[src/rtl/nldc_pkg.sv]
// Shared types and constants for the note LED depth coalescer.
`timescale 1ns / 1ps
`default_nettype none

package nldc_pkg;

  // Opcodes carried on the request channel
  localparam logic [2:0] OP_NOTE_ON  = 3'd0;
  localparam logic [2:0] OP_NOTE_OFF = 3'd1;
  localparam logic [2:0] OP_REFRESH  = 3'd2;
  localparam logic [2:0] OP_MAP_WR   = 3'd3;
  localparam logic [2:0] OP_DEPTH_RD = 3'd4;

  // Classified work kinds handed from front to back
  localparam logic [2:0] KIND_NOP      = 3'd0;
  localparam logic [2:0] KIND_NOTE_ON  = 3'd1;
  localparam logic [2:0] KIND_NOTE_OFF = 3'd2;
  localparam logic [2:0] KIND_REFRESH  = 3'd3;
  localparam logic [2:0] KIND_MAP_WR   = 3'd4;
  localparam logic [2:0] KIND_DEPTH_RD = 3'd5;

  // Configuration register indexes (byte address 4 * index)
  localparam int         PADDR_W       = 4;
  localparam logic [1:0] REG_MODE      = 2'd0;
  localparam logic [1:0] REG_WINDOW    = 2'd1;
  localparam logic [1:0] REG_MAX_DEFER = 2'd2;

  localparam logic [15:0] WINDOW_RESET    = 16'd1000;
  localparam logic [15:0] MAX_DEFER_RESET = 16'd8000;
  localparam logic [7:0]  DEPTH_MAX       = 8'd255;

  localparam int QUEUE_DEPTH = 2;

  typedef struct packed {
    logic [2:0]  kind;
    logic [6:0]  note;
    logic [31:0] time_us;
    logic [1:0]  word_sel;
    logic [63:0] word;
    logic [7:0]  led;
  } cmd_t;

  typedef struct packed {
    logic        defer;
    logic        changed;
    logic [7:0]  depth;
  } res_t;

  typedef struct packed {
    logic        mode;
    logic [15:0] window;
    logic [15:0] max_defer;
  } cfg_t;

endpackage

`default_nettype wire

[src/rtl/nldc_queue.sv]
// Short command queue between front and back.
`timescale 1ns / 1ps
`default_nettype none

module nldc_queue (
  input  logic             clk,
  input  logic             rst,
  input  logic             push,
  input  nldc_pkg::cmd_t   push_cmd,
  input  logic             pop,
  output logic             full,
  output logic             empty,
  output nldc_pkg::cmd_t   head
);

  localparam int QP_W = (nldc_pkg::QUEUE_DEPTH > 1) ? $clog2(nldc_pkg::QUEUE_DEPTH) : 1;
  localparam int QC_W = $clog2(nldc_pkg::QUEUE_DEPTH + 1);

  nldc_pkg::cmd_t    entries [nldc_pkg::QUEUE_DEPTH];
  logic [QP_W-1:0]   wr_ptr;
  logic [QP_W-1:0]   rd_ptr;
  logic [QC_W-1:0]   count;

  assign full  = count == QC_W'(nldc_pkg::QUEUE_DEPTH);
  assign empty = count == '0;
  assign head  = entries[rd_ptr];

  always_ff @(posedge clk) begin
    if (rst) begin
      wr_ptr <= '0;
      rd_ptr <= '0;
      count  <= '0;
    end else begin
      if (push) begin
        wr_ptr <= (wr_ptr == QP_W'(nldc_pkg::QUEUE_DEPTH - 1)) ? '0 : wr_ptr + 1'b1;
      end
      if (pop) begin
        rd_ptr <= (rd_ptr == QP_W'(nldc_pkg::QUEUE_DEPTH - 1)) ? '0 : rd_ptr + 1'b1;
      end
      if (push && !pop) begin
        count <= count + 1'b1;
      end else if (pop && !push) begin
        count <= count - 1'b1;
      end
    end
  end

  always_ff @(posedge clk) begin
    if (push) begin
      entries[wr_ptr] <= push_cmd;
    end
  end

endmodule

`default_nettype wire

[config.mk]
export PLATFORM = sky130hd
export DESIGN_NAME = nldc_queue
export DESIGN_NICKNAME = d
export VERILOG_FILES = /design/src/rtl/nldc_pkg.sv /design/src/rtl/nldc_queue.sv
export SDC_FILE = /design/constraint.sdc
export NUM_CORES = 1
export LEC_CHECK = 0
export BUFFER_PORTS_ARGS = -buffer_cell sky130_fd_sc_hd__buf_4
export CAP_MARGIN = 5
export CORE_MARGIN = 3
export CORE_UTILIZATION = 55
export DETAILED_ROUTE_END_ITERATION = 12
export GPL_ROUTABILITY_DRIVEN = 0
export HOLD_SLACK_MARGIN = 0.1
export PLACE_DENSITY = 0.87
export SKIP_LAST_GASP = 1
export SYNTH_ARGS = -nofsm -noshare
export SYNTH_HDL_FRONTEND = slang
export SYNTH_SLANG_ARGS = --single-unit
[constraint.sdc]
create_clock -name clk -period 19.7 [get_ports clk]
set_input_delay 3.94 -clock clk [delete_from_list [all_inputs] [get_ports clk]]
set_output_delay 3.94 -clock clk [all_outputs]
set_load 0.03 [all_outputs]
==> flow_summary.toml <==
[setup_path]
crit_fanout = 69
reg2reg_slack_ns = 17.02
critPathCaptureType = "primary output"
worstPathArrival_ns = 2.88
crit_path_start_kind = "flip-flop"
crit_type = "reg -> out"
worstPathRequired_ns = 15.76

[synth]
ys_seq_elements = 237
ys_warn_count = 0
synth_cells = 383
synth_area_leaders = "edfxtp_1 (80%), mux2_2 (9.8%), mux2_4 (6.9%)"
synth_top_area_cell = "edfxtp_1"
synth_compound_area_frac = 0.00115
synth_top_area_share = 0.798
synth_cell_types = 16
synth_fa_ha_area_frac = 0.00143
seq_area_frac_synth = 0.809
synth_area_mm2 = 0.00873
synth-simple-area-share = 0.00502
synth_top_family_by_area = "multiplexers"
synth_xor_area_frac = 0.00401
synth.area.mux_share = 0.167
postSynthAreaPerCell_um2 = 22.8
syn_nets = 504

[layout]
antennaDiodeCount = 0
final_layout_size_suffix_gt1_frac = 0.601
layout_common_cells = "buf_4 (241), edfxtp_1 (232), mux2_2 (76)"
area_delta_synth_final_pct = 32.0
final_common_cell = "buf_4"
fin_nets = 757
final_area_mm2 = 0.0115
fill_cells = 891
final_cells = 863

[floorplanning]
die-area_mm2 = 0.0174
die_x_um = 132
fp.dieH_um = 132
core_mm2 = 0.0154
num_io_pins = 238
rows = 45
initial_core_util = 0.568

[routing]
drtPass1Iterations = 4
drtIter0Drc = 332
wl_um = 17500
num_vias = 4496
vias_per_cell = 5.21
ant_nets = 0
drc = 0
wl_per_cell_um = 20.2

[grt]
groute.usage.overall = 0.196
grt_pass1_wl_um = 27200
first_global_vias = 4961
antenna_found_initial = 0
grt_max_degree = 72
grt_overflow = 0

[clocking]
clockRootBuffer = "clkbuf_16"
cts_tree = "yes"
cts_resized = 0
hold_buffers = 0
numCtsBuffers = 23
clock-sinks = 237
clock_path_buffers = 3
clkLatencyLatePin_ns = 0.49
path_clk_slew_ns = 0.06
post-cts-setup-buffers = 0
htreeDepth = 1

[sta]
fin_skew_ns = 0.00963
max_freq_mhz = 147
rsz0062_at_grt = "false"
drv_slew = 0
worstMarginPinSlew_ns = 1.12
worst_hold_slack_ns = 0.523
min_period_ns = 6.82
max_slew_margin = 0.255
post-route-period-util = 0.346
setup_viol = 0
setup_tns_ns = 0
hold_viol = 0

[pwr]
internal_power_uw = 964
swShare = 0.231
p_switching_uw = 289
power.total_mw = 1.25
ir_drop_mv = 0.0778
power_frac_clock = 0.371
power.density_mw_per_mm2 = 109
p_leak_nw = 4.41
power_frac_seq = 0.480
comb_power_share = 0.150

[job]
maxCapViolCount = 0

[placed_design]
port_buffers = 237
dp_hpwl_um = 11400
dp_cells = 822
place_area_mm2 = 0.0107

[hold_path]
hold_class = "reg -> reg"

[outcome]
status = "finished clean"
==> cell type report <==
type | count | area, um2 | area share
inverters | 1 | 3.75 | 0.000326
multi-input cells | 132 | 1570 | 0.136
clock buffers | 28 | 594 | 0.0516
flip-flops and latches | 237 | 7070 | 0.614
clock inverters | 13 | 214 | 0.0186
well taps | 211 | 264 | 0.0229
repair buffers | 241 | 1810 | 0.157
==> final timing paths <==
check | depth (start not counted) | end | start
max | 3 | head[50] | flip-flop
min | 2 | count[1] | count[1]
max reg2reg | 3 | entries[0][6] | wr_ptr
min reg2reg | 2 | count[1] | count[1]
==> cells in the mapped netlist (all sizes together) <==
cell type	instances
nor2	5
xor2	2
xnor2	2
or3	1
dfxtp	5
ha	1
nor2b	2
edfxtp	232
buf	13
and2	1
inv	1
o21ai	1
a21oi	1
mux2	116
==> registers in the layout, indices dropped and copies added (netlist names), named ones only <==
register  cells
count         2
entries     232
rd_ptr        1
wr_ptr        1
==> routing by layer <==
| layer | track usage | up-vias | part of all wire |
|---|---|---|---|
| met5 | 0 | - | 0 |
| met4 | 0.0589 | 0 | 0.025 |
| met3 | 0.0557 | 37 | 0.084 |
| met2 | 0.338 | 209 | 0.50 |
| met1 | 0.245 | 2226 | 0.39 |
| li1 | - | 2024 | - |
==> critical path: stages (launching register included) <==
cell and delay (ns):
dfxtp_4 0.77, buf_4 0.93, mux2_2 0.43, buf_4 0.17
==> metrics by stage <==
stage	util	setup WS, ns
CTS	0.750	12.81
detailed placement	0.697	13.27
finish	0.750	12.88
floorplan	-	10.12
global route	0.750	12.71
global placement	0.697	13.35
==> cells by family (layout without fill, tap and decap cells) <==
group | count (synthesis) | after routing
XOR/XNOR | 4 | 4
AO/OA/AOI/OAI | 2 | 2
multiplexers | 116 | 116
flip-flops | 237 | 237
adder cells (fa/ha/maj) | 1 | 1
buffers and inverters | 14 | 283
AND/OR/NAND/NOR | 9 | 9
==> power by group through the flow <==
stage,sequential (mW),clock (mW),combinational [mW]
3_5_place_dp,0.611,0,0.188
4_1_cts,0.601,0.476,0.190
6_report,0.601,0.464,0.188
5_1_grt,0.604,0.496,0.197
3_3_place_gp,0.609,0,0.184
2_1_floorplan,0.609,0,0.119
Note: power is estimated with default switching activity, not from simulation.
