===== config.mk =====
export PLATFORM = sky130hd
export DESIGN_NAME = nldc_front_flat
export DESIGN_NICKNAME = d
export VERILOG_FILES = /design/src/rtl/nldc_pkg.sv /design/src/rtl/nldc_ifs.sv /design/src/rtl/nldc_front.sv /design/src/flat_wrapper.sv
export SDC_FILE = /design/constraint.sdc
export NUM_CORES = 1
export LEC_CHECK = 0
export ABC_AREA = 0
export ABC_CLOCK_PERIOD_IN_PS = 900
export BUFFER_PORTS_ARGS = -buffer_cell sky130_fd_sc_hd__buf_2
export CORE_AREA = 2 2 93 95
export DETAILED_ROUTE_END_ITERATION = 8
export DIE_AREA = 0 0 95 97
export GPL_ROUTABILITY_DRIVEN = 1
export PLACE_DENSITY_LB_ADDON = 0.05
export SLEW_MARGIN = 40
export SYNTH_ARGS = -nofsm -noshare
export SYNTH_HDL_FRONTEND = slang
export SYNTH_SLANG_ARGS = --single-unit

===== constraint.sdc =====
create_clock -name vclk -period 0.9
set_input_delay 0 -clock vclk [all_inputs]
set_output_delay 0 -clock vclk [all_outputs]
set_load 0.05 [all_outputs]

===== src/rtl/nldc_pkg.sv =====
// Shared types and constants for the note LED depth coalescer.
`timescale 1ns / 1ps
`default_nettype none

package nldc_pkg;

  // Opcodes carried on the request channel
  localparam logic [2:0] OP_NOTE_ON  = 3'd0;
  localparam logic [2:0] OP_NOTE_OFF = 3'd1;
  localparam logic [2:0] OP_REFRESH  = 3'd2;
  localparam logic [2:0] OP_MAP_WR   = 3'd3;
  localparam logic [2:0] OP_DEPTH_RD = 3'd4;

  // Classified work kinds handed from front to back
  localparam logic [2:0] KIND_NOP      = 3'd0;
  localparam logic [2:0] KIND_NOTE_ON  = 3'd1;
  localparam logic [2:0] KIND_NOTE_OFF = 3'd2;
  localparam logic [2:0] KIND_REFRESH  = 3'd3;
  localparam logic [2:0] KIND_MAP_WR   = 3'd4;
  localparam logic [2:0] KIND_DEPTH_RD = 3'd5;

  // Configuration register indexes (byte address 4 * index)
  localparam int         PADDR_W       = 4;
  localparam logic [1:0] REG_MODE      = 2'd0;
  localparam logic [1:0] REG_WINDOW    = 2'd1;
  localparam logic [1:0] REG_MAX_DEFER = 2'd2;

  localparam logic [15:0] WINDOW_RESET    = 16'd1000;
  localparam logic [15:0] MAX_DEFER_RESET = 16'd8000;
  localparam logic [7:0]  DEPTH_MAX       = 8'd255;

  localparam int QUEUE_DEPTH = 2;

  typedef struct packed {
    logic [2:0]  kind;
    logic [6:0]  note;
    logic [31:0] time_us;
    logic [1:0]  word_sel;
    logic [63:0] word;
    logic [7:0]  led;
  } cmd_t;

  typedef struct packed {
    logic        defer;
    logic        changed;
    logic [7:0]  depth;
  } res_t;

  typedef struct packed {
    logic        mode;
    logic [15:0] window;
    logic [15:0] max_defer;
  } cfg_t;

endpackage

`default_nettype wire


===== src/rtl/nldc_ifs.sv =====
// Request and response channel interfaces.
`timescale 1ns / 1ps
`default_nettype none

interface nldc_req_if;
  logic        valid;
  logic        ready;
  logic [2:0]  opcode;
  logic [6:0]  note;
  logic [31:0] time_us;
  logic [1:0]  map_word_select;
  logic [63:0] map_word;
  logic [7:0]  led_index;

  modport source (
    output valid, opcode, note, time_us, map_word_select, map_word, led_index,
    input  ready
  );
  modport sink (
    input  valid, opcode, note, time_us, map_word_select, map_word, led_index,
    output ready
  );
endinterface


`default_nettype wire


===== src/rtl/nldc_front.sv =====
// Front end: accepts request transactions and classifies them into work kinds.
`timescale 1ns / 1ps
`default_nettype none

module nldc_front #(
  parameter int LED_TOTAL  = 140,
  parameter int NOTE_TOTAL = 128,
  parameter int MASK_WORDS = 3
) (
  nldc_req_if.sink         req,
  input  logic             clearing,
  input  logic             q_full,
  output logic             push,
  output nldc_pkg::cmd_t   push_cmd
);

  logic note_ok;
  logic sel_ok;
  logic led_ok;

  assign note_ok = 32'(req.note) < 32'(NOTE_TOTAL);
  assign sel_ok  = 32'(req.map_word_select) < 32'(MASK_WORDS);
  assign led_ok  = 32'(req.led_index) < 32'(LED_TOTAL);

  assign req.ready = !q_full && !clearing;
  assign push      = req.valid && req.ready;

  always_comb begin
    push_cmd.note     = req.note;
    push_cmd.time_us  = req.time_us;
    push_cmd.word_sel = req.map_word_select;
    push_cmd.word     = req.map_word;
    push_cmd.led      = req.led_index;
    unique case (req.opcode)
      nldc_pkg::OP_NOTE_ON: begin
        push_cmd.kind = note_ok ? nldc_pkg::KIND_NOTE_ON : nldc_pkg::KIND_NOP;
      end
      nldc_pkg::OP_NOTE_OFF: begin
        push_cmd.kind = note_ok ? nldc_pkg::KIND_NOTE_OFF : nldc_pkg::KIND_NOP;
      end
      nldc_pkg::OP_REFRESH: begin
        push_cmd.kind = nldc_pkg::KIND_REFRESH;
      end
      nldc_pkg::OP_MAP_WR: begin
        push_cmd.kind = (note_ok && sel_ok) ? nldc_pkg::KIND_MAP_WR : nldc_pkg::KIND_NOP;
      end
      nldc_pkg::OP_DEPTH_RD: begin
        push_cmd.kind = led_ok ? nldc_pkg::KIND_DEPTH_RD : nldc_pkg::KIND_NOP;
      end
      default: begin
        push_cmd.kind = nldc_pkg::KIND_NOP;
      end
    endcase
  end

endmodule

`default_nettype wire


===== src/flat_wrapper.sv =====
// flat-port wrapper written by rule: the top's interface ports become plain ports
module nldc_front_flat 
#(
  parameter int LED_TOTAL  = 140,
  parameter int NOTE_TOTAL = 128,
  parameter int MASK_WORDS = 3
)
  (clearing, q_full, push, push_cmd, req_valid, req_opcode, req_note, req_time_us, req_map_word_select, req_map_word, req_led_index, req_ready);
  nldc_req_if req_i ();
  input  logic clearing;
  input  logic q_full;
  output logic push;
  output nldc_pkg::cmd_t push_cmd;
  input wire logic [$bits(req_i.valid)-1:0] req_valid;
  input wire logic [$bits(req_i.opcode)-1:0] req_opcode;
  input wire logic [$bits(req_i.note)-1:0] req_note;
  input wire logic [$bits(req_i.time_us)-1:0] req_time_us;
  input wire logic [$bits(req_i.map_word_select)-1:0] req_map_word_select;
  input wire logic [$bits(req_i.map_word)-1:0] req_map_word;
  input wire logic [$bits(req_i.led_index)-1:0] req_led_index;
  output wire logic [$bits(req_i.ready)-1:0] req_ready;
  assign req_i.valid = req_valid;
  assign req_i.opcode = req_opcode;
  assign req_i.note = req_note;
  assign req_i.time_us = req_time_us;
  assign req_i.map_word_select = req_map_word_select;
  assign req_i.map_word = req_map_word;
  assign req_i.led_index = req_led_index;
  assign req_ready = req_i.ready;
  nldc_front #(.LED_TOTAL(LED_TOTAL), .NOTE_TOTAL(NOTE_TOTAL), .MASK_WORDS(MASK_WORDS)) u_core (.req(req_i), .clearing(clearing), .q_full(q_full), .push(push), .push_cmd(push_cmd));
endmodule

==> results.ini <==
[global_routing]
grt_start_max_net_pins=5
antenna_found_initial=0
grt-ovfl-total=0
grt_pass1_wl_mm=2.30
grt_pass1_vias=379
track_usage_pct=3.44

[sta]
min_period_ns=1.04
rsz0062_at_grt=true
setup_violations=2
hold_viol=0
slew_headroom_pct=82.5
worstMarginPinSlew_ns=0.264
drv_slew=0
fin_ws_ns=-0.142
clock.fmax_mhz=960
tns_ns=-0.259
period_share_pct=116

[layout]
seq_cells=0
final.clkbuf_count=0
num_antenna_cells=0
nets=160
nFillCells=965
post_route_cells_drive_above_1_share_pct=84.6
seqCellArea_um2=0
syn_to_final_growth_pct=-57.0

[power_and_ir_drop]
vdd_drop_max_v=0.0000442
power_leakage_nw=0.150
power_density_nw_per_um2=608

[detailed_routing]
drcViolationCount=0
drtIter0Drc=0
wl_per_cell_um=13.1
via_per_inst=2.34
drt_wl_total_mm=1.88
ant_nets=0
vias=337
first_pass_iters=1

[worst_setup_path]
cp.required_ns=0.90
critPathLaunchType=input port
path_class=input port to output pin
crit_path_end_kind=output pin
cp_max_fo=2
worstPathArrival_ns=1.04

[synthesis]
synth_most_common_cell=buf_4
ys_types=11
synth_cells=124
avgSynthCellArea_um2=7.44
synth_common_cells=113 x buf_4, 2 x nor2_1
synth_area_um2=922
synth.top_cell.area_share_pct=92.0
yosysWarningCount=0
synth_area_leaders=buf_4 92%, a2111o_1 1.2%, a21oi_2 0.95%
synth_fp_nets=243
synth_top_area_cell=buf_4
seq_area_frac_synth_pct=0

[clock_network]
post_cts_buffers=0

[floorplanning]
initial_core_util_pct=11.3
rows=33
die_h_um=97
fp.dieW_um=95
die_area_um2=9220
core_um2=8130
ios=237

[worst_hold_path]
hp-class=input port to output pin
min-delay-start=req_note[2]
min_delay_path_depth=0
min_to=push_cmd[108]

[run]
drv_cap=0

[status]
violations=setup timing
status=complete, but fails checks

[placement]
dp_worst_setup_slack_ns=-0.236
io_buffers=27
place.gp.congestion=0.533

-- logic make-up (layout without fill, tap and decap cells) --
family | after synthesis | in the layout | synth area share (%)
compound gates | 4 | 4 | 3.53
xor+xnor | 1 | 1 | 0.950
simple gates | 6 | 6 | 3.53
buf+inv | 113 | 28 | 92.0
-- worst max-delay path by stage --
stage / start / to / slack [ns] / cells after the start
3_3_place_gp: req_led_index[3] / push_cmd[115] / -0.23 / 5
3_5_place_dp: req_led_index[3] / push_cmd[115] / -0.24 / 5
6_report: req_led_index[3] / push_cmd[115] / -0.14 / 5
5_1_grt: req_led_index[3] / push_cmd[115] / -0.17 / 5
2_1_floorplan: req_led_index[3] / push_cmd[113] / -0.03 / 3
4_1_cts: req_led_index[3] / push_cmd[115] / -0.13 / 5
-- worst max-delay path, stage by stage --
cell and delay, ns:
buf_6 0.09, a2111o_1 0.41, a21o_4 0.23, o21ai_4 0.14, buf_6 0.17
-- report_power, final --
| group | switching (mW) | internal (mW) |
|---|---|---|
| Sequential | 0 | 0 |
| Combinational | 0.166 | 0.0752 |
| Clock | 0 | 0 |
-- layer usage --
| metal | part of all wire, % | up-vias | global-route usage (%) |
|---|---|---|---|
| li1 | - | 99 | - |
| met1 | 10 | 128 | 0.753 |
| met2 | 39 | 62 | 4.96 |
| met3 | 30 | 48 | 3.50 |
| met4 | 21 | 0 | 7.25 |
| met5 | 0 | - | 0 |
-- cells in the final DEF (no fill, tap or decap) --
cell type  instances
buf_2             24
buf_6              3
nand2b_1           1
a2111o_1           1
a21o_4             1
nand2_1            1
nand4b_1           1
o21ai_4            1
a21oi_4            1
xnor2_1            1
nor2_1             1
nor2_2             1
and2_2             1
buf_4              1
-- stage by stage --
stage / power, mW / hold WS [ns] / instance area [µm²] / util [%] / instances
floorplan: 1.43 / 0.0521 / 945 / - / 124
global placement: 0.235 / 0.000341 / 370 / 4.55 / 144
detailed placement: 0.231 / 0.000341 / 370 / 4.55 / 144
CTS: 0.242 / 0.000341 / 389 / 4.78 / 144
global route: 0.258 / 0.0000728 / 397 / 4.88 / 144
finish: 0.241 / 0.0000140 / 397 / 4.88 / 144
-- cell type report --
| cell class | count | area [µm²] | area share, % |
|---|---|---|---|
| tap | 105 | 131 | 33.1 |
| timing repair buffer | 28 | 161 | 40.7 |
| multi-input combinational | 11 | 104 | 26.2 |
-- repair_timing --
item | in CTS | in global routing
endpoints found under the setup margin | 2 | 2
resized for setup | 5 | 1
pin swaps | 0 | 1
hold buffers | 0 | 0
Note: power is estimated with default switching activity, not from simulation.
